<file path="config.mk">
export PLATFORM = sky130hd
export DESIGN_NAME = matrix4_multiply_accumulate
export DESIGN_NICKNAME = d
export VERILOG_FILES = /design/src/rtl/mma_pkg.sv /design/src/rtl/mma_front.sv /design/src/rtl/mma_queue.sv /design/src/rtl/mma_back.sv /design/src/rtl/matrix4_multiply_accumulate.sv
export SDC_FILE = /design/constraint.sdc
export NUM_CORES = 2
export LEC_CHECK = 0
export BUFFER_PORTS_ARGS = -buffer_cell sky130_fd_sc_hd__buf_2
export CAP_MARGIN = 20
export CORE_MARGIN = 1.5
export CORE_UTILIZATION = 31
export CTS_BUF_LIST = sky130_fd_sc_hd__clkbuf_2
export DETAILED_ROUTE_END_ITERATION = 10
export HOLD_SLACK_MARGIN = 0.1
export PLACE_DENSITY = 0.45
export SLEW_MARGIN = 20
export SYNTH_ARGS = -nofsm -noshare
export SYNTH_HDL_FRONTEND = slang
export SYNTH_SLANG_ARGS = --single-unit
</file>
<file path="constraint.sdc">
create_clock -name clk -period 16.5 [get_ports clk]
set_input_delay 2.475 -clock clk [delete_from_list [all_inputs] [get_ports clk]]
set_output_delay 2.475 -clock clk [all_outputs]
set_load 0.02 [all_outputs]
</file>
<file path="src/rtl/mma_pkg.sv">
// Shared types and constants of the 4x4 transform accumulator.
// No dependencies; every other module file imports it.
package mma_pkg;

  localparam int DEFAULT_FRAC_BITS   = 16;
  localparam int DEFAULT_QUEUE_DEPTH = 4;

  typedef struct packed {
    logic               kind;
    logic [3:0]         element_index;
    logic signed [31:0] element_value;
  } in_word_t;

  typedef struct packed {
    logic [3:0]         result_index;
    logic signed [31:0] result_value;
    logic               last;
  } out_word_t;

  typedef enum logic [1:0] {
    CMD_LOAD,
    CMD_MULT,
    CMD_IDENT
  } cmd_t;

  typedef struct packed {
    cmd_t               cmd;
    logic [3:0]         idx;
    logic signed [31:0] value;
  } q_entry_t;

endpackage

</file>
<file path="src/rtl/mma_front.sv">
// Front end: takes input words and classifies them into queue commands.
// Depends on mma_pkg.
module mma_front
  import mma_pkg::*;
(
  input  logic     in_valid,
  output logic     in_stall,
  input  in_word_t in_word,
  input  logic     q_full,
  output logic     push,
  output q_entry_t push_entry
);

  assign in_stall = q_full;
  assign push     = in_valid && !q_full;

  always_comb begin
    push_entry.idx   = in_word.element_index;
    push_entry.value = in_word.element_value;
    if (in_word.kind) begin
      push_entry.cmd = CMD_IDENT;
    end else if (in_word.element_index == 4'd15) begin
      push_entry.cmd = CMD_MULT;
    end else begin
      push_entry.cmd = CMD_LOAD;
    end
  end

endmodule

</file>
<file path="src/rtl/mma_queue.sv">
// Short command queue between the front end and the compute engine.
// Depends on mma_pkg.
module mma_queue
  import mma_pkg::*;
#(
  parameter int DEPTH = DEFAULT_QUEUE_DEPTH
) (
  input  logic     clk,
  input  logic     rst_n,
  input  logic     push,
  input  q_entry_t push_entry,
  output logic     full,
  output logic     q_valid,
  output q_entry_t head,
  input  logic     pop
);

  localparam int AW = (DEPTH > 1) ? $clog2(DEPTH) : 1;
  localparam int CW = $clog2(DEPTH + 1);

  q_entry_t        slot_r [DEPTH];
  logic [AW-1:0]   rd_ptr_r;
  logic [AW-1:0]   wr_ptr_r;
  logic [CW-1:0]   count_r;

  function automatic logic [AW-1:0] bump(input logic [AW-1:0] p);
    return (p == AW'(DEPTH - 1)) ? '0 : p + 1'b1;
  endfunction

  assign full    = (count_r == CW'(DEPTH));
  assign q_valid = (count_r != '0);
  assign head    = slot_r[rd_ptr_r];

  always_ff @(posedge clk) begin
    if (!rst_n) begin
      rd_ptr_r <= '0;
      wr_ptr_r <= '0;
      count_r  <= '0;
    end else begin
      if (push) wr_ptr_r <= bump(wr_ptr_r);
      if (pop)  rd_ptr_r <= bump(rd_ptr_r);
      case ({push, pop})
        2'b10:   count_r <= count_r + 1'b1;
        2'b01:   count_r <= count_r - 1'b1;
        default: count_r <= count_r;
      endcase
    end
  end

  always_ff @(posedge clk) begin
    if (push) slot_r[wr_ptr_r] <= push_entry;
  end

endmodule

</file>
<file path="src/rtl/mma_back.sv">
// Compute engine: operand store, ping-pong accumulator banks, one shared
// multiply-accumulate unit and the output register. Depends on mma_pkg.
module mma_back
  import mma_pkg::*;
#(
  parameter int FRAC_BITS = DEFAULT_FRAC_BITS
) (
  input  logic      clk,
  input  logic      rst_n,
  input  logic      q_valid,
  input  q_entry_t  head,
  output logic      pop,
  output logic      out_valid,
  input  logic      out_stall,
  output out_word_t out_word
);

  localparam int TERM_W = 64 - FRAC_BITS;
  localparam int SUM_W  = TERM_W + 2;
  localparam logic signed [31:0]      ONE    = 32'sd1 <<< FRAC_BITS;
  localparam logic signed [31:0]      MAX32  = 32'sh7FFFFFFF;
  localparam logic signed [31:0]      MIN32  = 32'sh80000000;
  localparam logic signed [SUM_W-1:0] SAT_HI = SUM_W'(MAX32);
  localparam logic signed [SUM_W-1:0] SAT_LO = SUM_W'(MIN32);

  typedef enum logic [1:0] {
    S_IDLE,
    S_ISSUE,
    S_DRAIN
  } state_t;

  state_t             state_r;
  logic [5:0]         step_r;
  logic               bank_r;
  logic               ident_r;
  logic               mv_r;
  logic               mk0_r;
  logic               mk3_r;
  logic [3:0]         me_r;
  logic signed [63:0] prod_r;
  logic signed [SUM_W-1:0] sum_r;
  logic               out_valid_r;
  out_word_t          out_word_r;
  logic signed [31:0] op_r  [16];
  logic signed [31:0] acc_r [2][16];

  logic [1:0]              k, r, c;
  logic signed [31:0]      a_val, b_val;
  logic                    en, issue, done, finish;
  logic signed [TERM_W-1:0] term;
  logic signed [SUM_W-1:0] total;
  logic signed [31:0]      sat;

  // step = column, row, k from msb to lsb
  assign k = step_r[1:0];
  assign r = step_r[3:2];
  assign c = step_r[5:4];

  // old accumulator reads as identity after reset or an identity word until the next multiply lands
  assign a_val = ident_r ? ((k == r) ? ONE : 32'sd0) : acc_r[bank_r][{k, r}];
  assign b_val = op_r[{c, k}];

  // hold the whole engine while a finished element cannot enter the output register
  assign en     = !(mv_r && mk3_r && out_valid_r && out_stall);
  assign issue  = (state_r == S_ISSUE) && en;
  assign done   = en && mv_r && mk3_r;
  assign finish = done && (me_r == 4'd15);
  assign pop    = (state_r == S_IDLE) && q_valid;

  assign term  = TERM_W'(prod_r >>> FRAC_BITS);
  assign total = (mk0_r ? SUM_W'(0) : sum_r) + SUM_W'(term);

  always_comb begin
    if (total > SAT_HI) begin
      sat = MAX32;
    end else if (total < SAT_LO) begin
      sat = MIN32;
    end else begin
      sat = total[31:0];
    end
  end

  assign out_valid = out_valid_r;
  assign out_word  = out_word_r;

  always_ff @(posedge clk) begin
    if (!rst_n) begin
      state_r     <= S_IDLE;
      step_r      <= '0;
      bank_r      <= 1'b0;
      ident_r     <= 1'b1;
      mv_r        <= 1'b0;
      out_valid_r <= 1'b0;
    end else begin
      if (done) begin
        out_valid_r             <= 1'b1;
        out_word_r.result_index <= me_r;
        out_word_r.result_value <= sat;
        out_word_r.last         <= (me_r == 4'd15);
      end else if (out_valid_r && !out_stall) begin
        out_valid_r <= 1'b0;
      end
      if (en) mv_r <= issue;
      case (state_r)
        S_IDLE: begin
          if (pop) begin
            case (head.cmd)
              CMD_IDENT: ident_r <= 1'b1;
              CMD_MULT: begin
                state_r <= S_ISSUE;
                step_r  <= '0;
              end
              default: ;
            endcase
          end
        end
        S_ISSUE: begin
          if (en) begin
            step_r <= step_r + 1'b1;
            if (step_r == 6'd63) state_r <= S_DRAIN;
          end
        end
        S_DRAIN: begin
          // swap banks once the sixteenth element is written
          if (finish) begin
            state_r <= S_IDLE;
            bank_r  <= ~bank_r;
            ident_r <= 1'b0;
          end
        end
        default: state_r <= S_IDLE;
      endcase
    end
  end

  always_ff @(posedge clk) begin
    if (en) begin
      prod_r <= a_val * b_val;
      mk0_r  <= (k == 2'd0);
      mk3_r  <= (k == 2'd3);
      me_r   <= step_r[5:2];
      if (mv_r) sum_r <= total;
    end
    if (pop && head.cmd != CMD_IDENT) op_r[head.idx] <= head.value;
    if (done) acc_r[~bank_r][me_r] <= sat;
  end

endmodule

</file>
<file path="src/rtl/matrix4_multiply_accumulate.sv">
// Load and identity words pass the queue and are popped by the engine only while it is idle.
// A multiply runs 64 products through one 32x32 multiplier, four per result word, and
// emits the sixteen result words in ascending index order through the output register.
// While a multiply runs no word is popped; the queue fills and then in_stall rises.
// Synchronous active-low reset: accumulator reads as identity, queue empty, operand unset.
module matrix4_multiply_accumulate
  import mma_pkg::*;
#(
  parameter int FRAC_BITS   = DEFAULT_FRAC_BITS,
  parameter int QUEUE_DEPTH = DEFAULT_QUEUE_DEPTH
) (
  input  logic      clk,
  input  logic      rst_n,
  input  logic      in_valid,
  output logic      in_stall,
  input  in_word_t  in_word,
  output logic      out_valid,
  input  logic      out_stall,
  output out_word_t out_word
);

  logic     q_full;
  logic     push;
  q_entry_t push_entry;
  logic     q_valid;
  q_entry_t head;
  logic     pop;

  mma_front u_front (
    .in_valid   (in_valid),
    .in_stall   (in_stall),
    .in_word    (in_word),
    .q_full     (q_full),
    .push       (push),
    .push_entry (push_entry)
  );

  mma_queue #(
    .DEPTH (QUEUE_DEPTH)
  ) u_queue (
    .clk        (clk),
    .rst_n      (rst_n),
    .push       (push),
    .push_entry (push_entry),
    .full       (q_full),
    .q_valid    (q_valid),
    .head       (head),
    .pop        (pop)
  );

  mma_back #(
    .FRAC_BITS (FRAC_BITS)
  ) u_back (
    .clk       (clk),
    .rst_n     (rst_n),
    .q_valid   (q_valid),
    .head      (head),
    .pop       (pop),
    .out_valid (out_valid),
    .out_stall (out_stall),
    .out_word  (out_word)
  );

endmodule

</file>
; ---- Word level (Yosys, flattened, before mapping)
; Memory sizes are Yosys's and may differ from the RTL's. A register that Yosys moved wholly into a read port is not among the register bits.
; Cells that the tools add are included.
[totals]
regBits = 176
latchBits = 0
ram_bits = 1688
rom_bits = 0
in_bits = 41
out_inout_bits = 39
elab_cells = 128
memories = 3
[mem_list]
columns = name, depth, word_bits, rd, rd_ports_with_merged_regs, write_ports, line
row1 = u_back.acc_r, 2, 512, 1, 1, 1, mma_back.sv:45  ; logic signed [31:0] acc_r [2][16];
row2 = u_back.op_r, 16, 32, 1, 1, 1, mma_back.sv:44  ; logic signed [31:0] op_r [16];
row3 = u_queue.slot_r, 4, 38, 1, 1, 1, mma_queue.sv:21  ; q_entry_t slot_r [DEPTH];
[classes]
addsub = 6
n_mul = 1
div_mod_pow = 0
magnitude_cmp = 5
eq_ne = 21
n_shift = 0
mux = 43
bitwise = 4
n_reduce_logical = 28
[ops]
columns = operator, n
row1 = 2-to-1 mux 512 bit, 1
row2 = 2-to-1 mux 32 bit, 6
row3 = binary-select mux 32 bit (select 4 bit), 1
row4 = demux 32 bit (select 4 bit), 1
row5 = multiplier 32 x 32 -> 64 bit, 1
row6 = adder 50 x 48 -> 50 bit, 1
row7 = "> comparator 50 x 32 -> 1 bit, second input constant", 1
row8 = "< comparator 50 x 32 -> 1 bit, second input constant", 1
row9 = 2-to-1 mux 50 bit, 1
row10 = 2-to-1 mux 2 bit, 10
row11 = 2-to-1 mux 6 bit, 3
row12 = 2-to-1 mux 17 bit, 1
row13 = 2-to-1 mux 1 bit, 13
row14 = "equality test 2 bit, second input constant", 6
row15 = logical AND 1 bit, 12
row16 = case mux 6 bit (2 select lines), 1
row17 = ">= comparator 5 bit, second input constant", 2
row18 = "inequality test 2 bit, second input constant", 5
row19 = inverter 4 -> 5 bit, 2
row20 = "equality test 4 bit, second input constant", 2
row21 = 2-to-1 mux 4 bit, 2
row22 = AND reduction 4 bit, 2
row23 = nonzero test 2 bit, 4
row24 = "adder 6 x 1 -> 6 bit, second input constant", 1
row25 = 18 further kinds, 28

; ---- Longest topological paths before layout
[depth]
ltp_word = 10
ltp_mapped = 38
mapped_depth_nobuf = 33

; ---- Cells and area by module
; Synthesis repeated with hierarchy kept, for this count alone.
[unflattened]
hier_cells = 7368
area_unflattened_um2 = 108813.1
[by_module_without_submodules]
columns = mod, n_inst, cells_per_inst, area_per_inst_um2
row1 = mma_back, 1, 7086, 102554.6
row2 = mma_queue, 1, 241, 5950.7
row3 = mma_front, 1, 41, 307.8

; ---- Worst setup path after synthesis
; OpenSTA, ideal clock, no wires.
[synth_timing]
path_kind = flip-flop to flip-flop
from = reg (tool-made name)
to = reg u_back.prod_r[63], data pin
t_arrival_ns = 9.701
required_time_ns = 16.237
slack_ns = 6.536
stages_incl_launch_ff = 34
path_buffers = 5
period_less_slack_ns = 9.964
cell_sequence = dfxtp_1 > buf_6 > clkbuf_1 > buf_2 > buf_1 > mux4_2 > mux4_2 > clkbuf_1 > nand3_1 > inv_1 > fa_1 > fa_1 > fa_1 > fa_1 > inv_1 > fa_1 > inv_1 > fa_1 > inv_1 > fa_1 > inv_1 > fa_1 > ha_1 > a21o_1 > a31oi_1 > o21ai_0 > a31oi_1 > o21ai_0 > a21o_1 > a21o_1 > a21oi_1 > o21ba_2 > o41ai_2 > xnor2_1
[synth_rtl]
columns = item, line
row1 = end signal: assignment, mma_back.sv:138  ; prod_r <= a_val * b_val;
row2 = end: declaration, mma_back.sv:40  ; logic signed [63:0] prod_r;

==> impl_metrics.csv <==
group,metric,value,unit
run_status,status,"finished, final reports clean",
worst_setup_path,arrival,13.90,ns
detailed_routing,drt_first_pass_iters,6,
timing,hold_viol_final,0,
synthesis,ys_seq_elements,1855,
grt,grt_pass1_vias,69100,
grt,grt_max_degree,83,
grt,antenna_found_initial,18,
detailed_routing,via_per_inst,5.03,
timing,tightest_slew,1.14,ns
cts,clk_path_buf_depth,4,
cts,cts_tree,"built",
cells_and_area,layoutNonFillerInstCount,12700,
detailed_routing,totalWireLength,342000,µm
placement,hpwl,217000,µm
worst_setup_path,crit_buf_inv,7,
placement,portBuffers,79,
grt,track_usage,19.4,%
synthesis,synth-seq-area-share,51.2,%
synthesis,post-synth-top-count-cell,"edfxtp_1",
worst_setup_path,rrSetupSlack,4.09,ns
synthesis,netlist.area_leader.share,50.8,%
worst_setup_path,r2r-end,"u_back.prod_r[61]",
detailed_routing,wl_per_cell,26.8,µm
cts,holdBufCountCts,0,
worst_setup_path,worstSetupPathDepth,32,
power_and_ir_drop,total_leakage_power,44.9,nW
worst_setup_path,critPathSlowestCell,"buf_4",
worst_setup_path,reg2reg_depth,32,
synthesis,synth.distinct_cells,80,
floorplan,coreArea,347000,µm²
synthesis,yosys_warnings,0,
cells_and_area,drive_gt1_share,20.8,%
floorplan,rows,216,
power_and_ir_drop,powerDensity,111,nW/µm²
placement,placed_cells,11900,
floorplan,die_h,594,µm
detailed_routing,route.detailed.drc,0,
floorplan,die-area,353000,µm²
worst_setup_path,crit_path_frequent_cell,"fa_1",
timing,relSlewSlack,23.5,%
timing,setup_ws,4.09,ns
synthesis,synthCells,7388,
worst_setup_path,endpoint_kind,"flop",
worst_setup_path,cp_max_fo,35,
worst_setup_path,critPathLaunchType,"flop",
synthesis,syn_nets,8749,
synthesis,synth_area,108000,µm²
synthesis,synth.avg_cell_area,14.6,µm²
synthesis,yosys_most_used_dff,"edfxtp_1",
cells_and_area,fin_nets,9157,
synthesis,synthArstFlopShare,0,%
grt,grt_pass1_wl,493000,µm
worst_setup_path,crit_path_end,"u_back.prod_r[61]",
worst_setup_path,max_stage_delay,0.69,ns
detailed_routing,ant_nets,0,
timing,rsz0062_at_grt,"no",
floorplan,chipWidth,594,µm
cts,cts_post_setup_buffers_inserted,0,
timing,setup_viol,0,
floorplan,initial_core_util,31.2,%
timing,layout_min_cycle_time,12.41,ns
power_and_ir_drop,finalPower,0.0133,W
power_and_ir_drop,ir_drop,0.103,mV
cts,root_buffer,"clkbuf_2",
placement,post-place-ws,4.21,ns
timing,clock_skew,0.340,ns
cts,clock_sinks,1855,
timing,drv_slew,0,
cts,clk_latency,1.89,ns
timing,max_freq,80.6,MHz
cts,cts_buffers,478,
worst_setup_path,critical_path_class,"flop to flop",
synthesis,ys_top_cells_by_area,"edfxtp_1 (51%), fa_1 (20%), mux4_2 (10%)",
cells_and_area,area_growth,10.7,%
synthesis,synthTopCellsByCount,"edfxtp_1 (1829), fa_1 (1083), inv_1 (1072)",
synthesis,synth_edf_count,1829,
cts,clk_transition_reported_paths,0.11,ns
detailed_routing,vias,64100,
detailed_routing,first_iter_violations,5499,
worst_setup_path,path_delay_family,"adder cells",
placement,place.gp.congestion,0.912,
timing,fin_setup_tns,0,ns
run,cap_violations,0,
worst_setup_path,cp.required,17.99,ns
synthesis,synth.largest_area_cell,"edfxtp_1",
cts,cts_resized,0,
floorplan,ioPinCount,80,
cts,h-tree-depth,5,
hold_path,hp-class,"flop to flop",
timing,min_period_over_period,75.2,%
grt,gr-total-overflow,0,
flip-flops by register name, indices dropped and copies added (netlist names), named ones only:
register / cells
u_back.acc_r: 1024
u_back.op_r: 512
u_queue.slot_r: 152
u_back.sum_r: 50
u_back.prod_r: 48
u_back.out_word: 37
u_back.step_r: 6
u_back.me_r: 4
u_queue.count_r: 3
u_back.state_r: 2
u_queue.rd_ptr_r: 2
u_queue.wr_ptr_r: 2
u_back.bank_r: 1
u_back.ident_r: 1
u_back.mk0_r: 1
u_back.mk3_r: 1
u_back.mv_r: 1
u_back.out_valid: 1
area by class of cell:
| class | count | area, µm² |
|---|---|---|
| fill | 33900 | 227000 |
| multi-input combinational | 4099 | 48100 |
| clock buffer | 690 | 3450 |
| clock inverter | 153 | 881 |
| antenna | 10 | 25.0 |
| tap | 4578 | 5730 |
| timing repair buffer | 277 | 1960 |
| sequential | 1855 | 55500 |
| inverter | 1085 | 4080 |
worst min-delay path by stage:
stage                              startpoint                    end  slack [ns]  depth (start not counted)
after floorplan              u_back.step_r[3]         u_back.me_r[1]        0.40                          0
after global placement    u_queue.rd_ptr_r[1]                   flop        0.48                          2
after detailed placement  u_queue.rd_ptr_r[1]                   flop        0.49                          2
after CTS                         in_word[11]  u_queue.slot_r[2][11]        0.43                          1
after global routing      u_queue.rd_ptr_r[1]                   flop        0.54                          2
final                     u_queue.rd_ptr_r[1]                   flop        0.50                          2
routing by layer:
layer | share of wire (%) | global-route usage, %
met1 | 44 | 26.9
met3 | 6.1 | 3.15
met2 | 47 | 31.2
met4 | 2.8 | 5.66
met5 | 0.0099 | 0
metrics by stage:
stage | hold slack (ns) | util [%] | instance area (µm²)
after CTS | 0.427 | 34.5 | 120000
after global routing | 0.541 | 34.5 | 120000
after detailed placement | 0.488 | 33.3 | 115000
after floorplan | 0.403 | - | 108000
after global placement | 0.480 | 33.3 | 115000
final | 0.500 | 34.5 | 120000
worst register-to-register path, delay by kind of cell, from the launching register on:
kind / cells / cell delay [ns]
DFF: 1 / 0.66
muxes: 2 / 1.24
and+or+nand+nor: 5 / 0.93
AOI/OAI and AO/OA: 8 / 2.72
buffers and inverters: 7 / 1.96
adders and majority gates: 9 / 4.35
xor gates and xnor gates: 1 / 0.18
report_power, final:
part	internal [W]	total, W	switching (W)	leakage (nW)
Clock	0.00124	0.00318	0.00194	3.28
Combinational	0.00112	0.00385	0.00273	25.0
Sequential	0.00620	0.00628	0.0000826	16.7
Total	0.00855	0.0133	0.00475	44.9
cells in the final DEF (no fill, tap or decap), types with 68 or more instances in the layout:
master    count
clkbuf_2    690
buf_2        79
mux4_2      484
fa_1       1083
a21oi_1     137
inv_1      1071
nor2_1      548
clkinv_1    117
nand3_1      85
edfxtp_1   1829
ha_1        237
o21ai_0      68
nand2_1     641
buf_4       192
kinds of logic after synthesis:
logic type,Yosys count,share of synthesized area (%)
simple gates,1621,6.42
flops,1855,51.2
mux,550,10.7
compound gates,499,2.92
xor+xnor,109,0.882
buf+inv,1434,5.04
fa+ha+maj,1320,22.8
(Power assumes the default switching activity.)
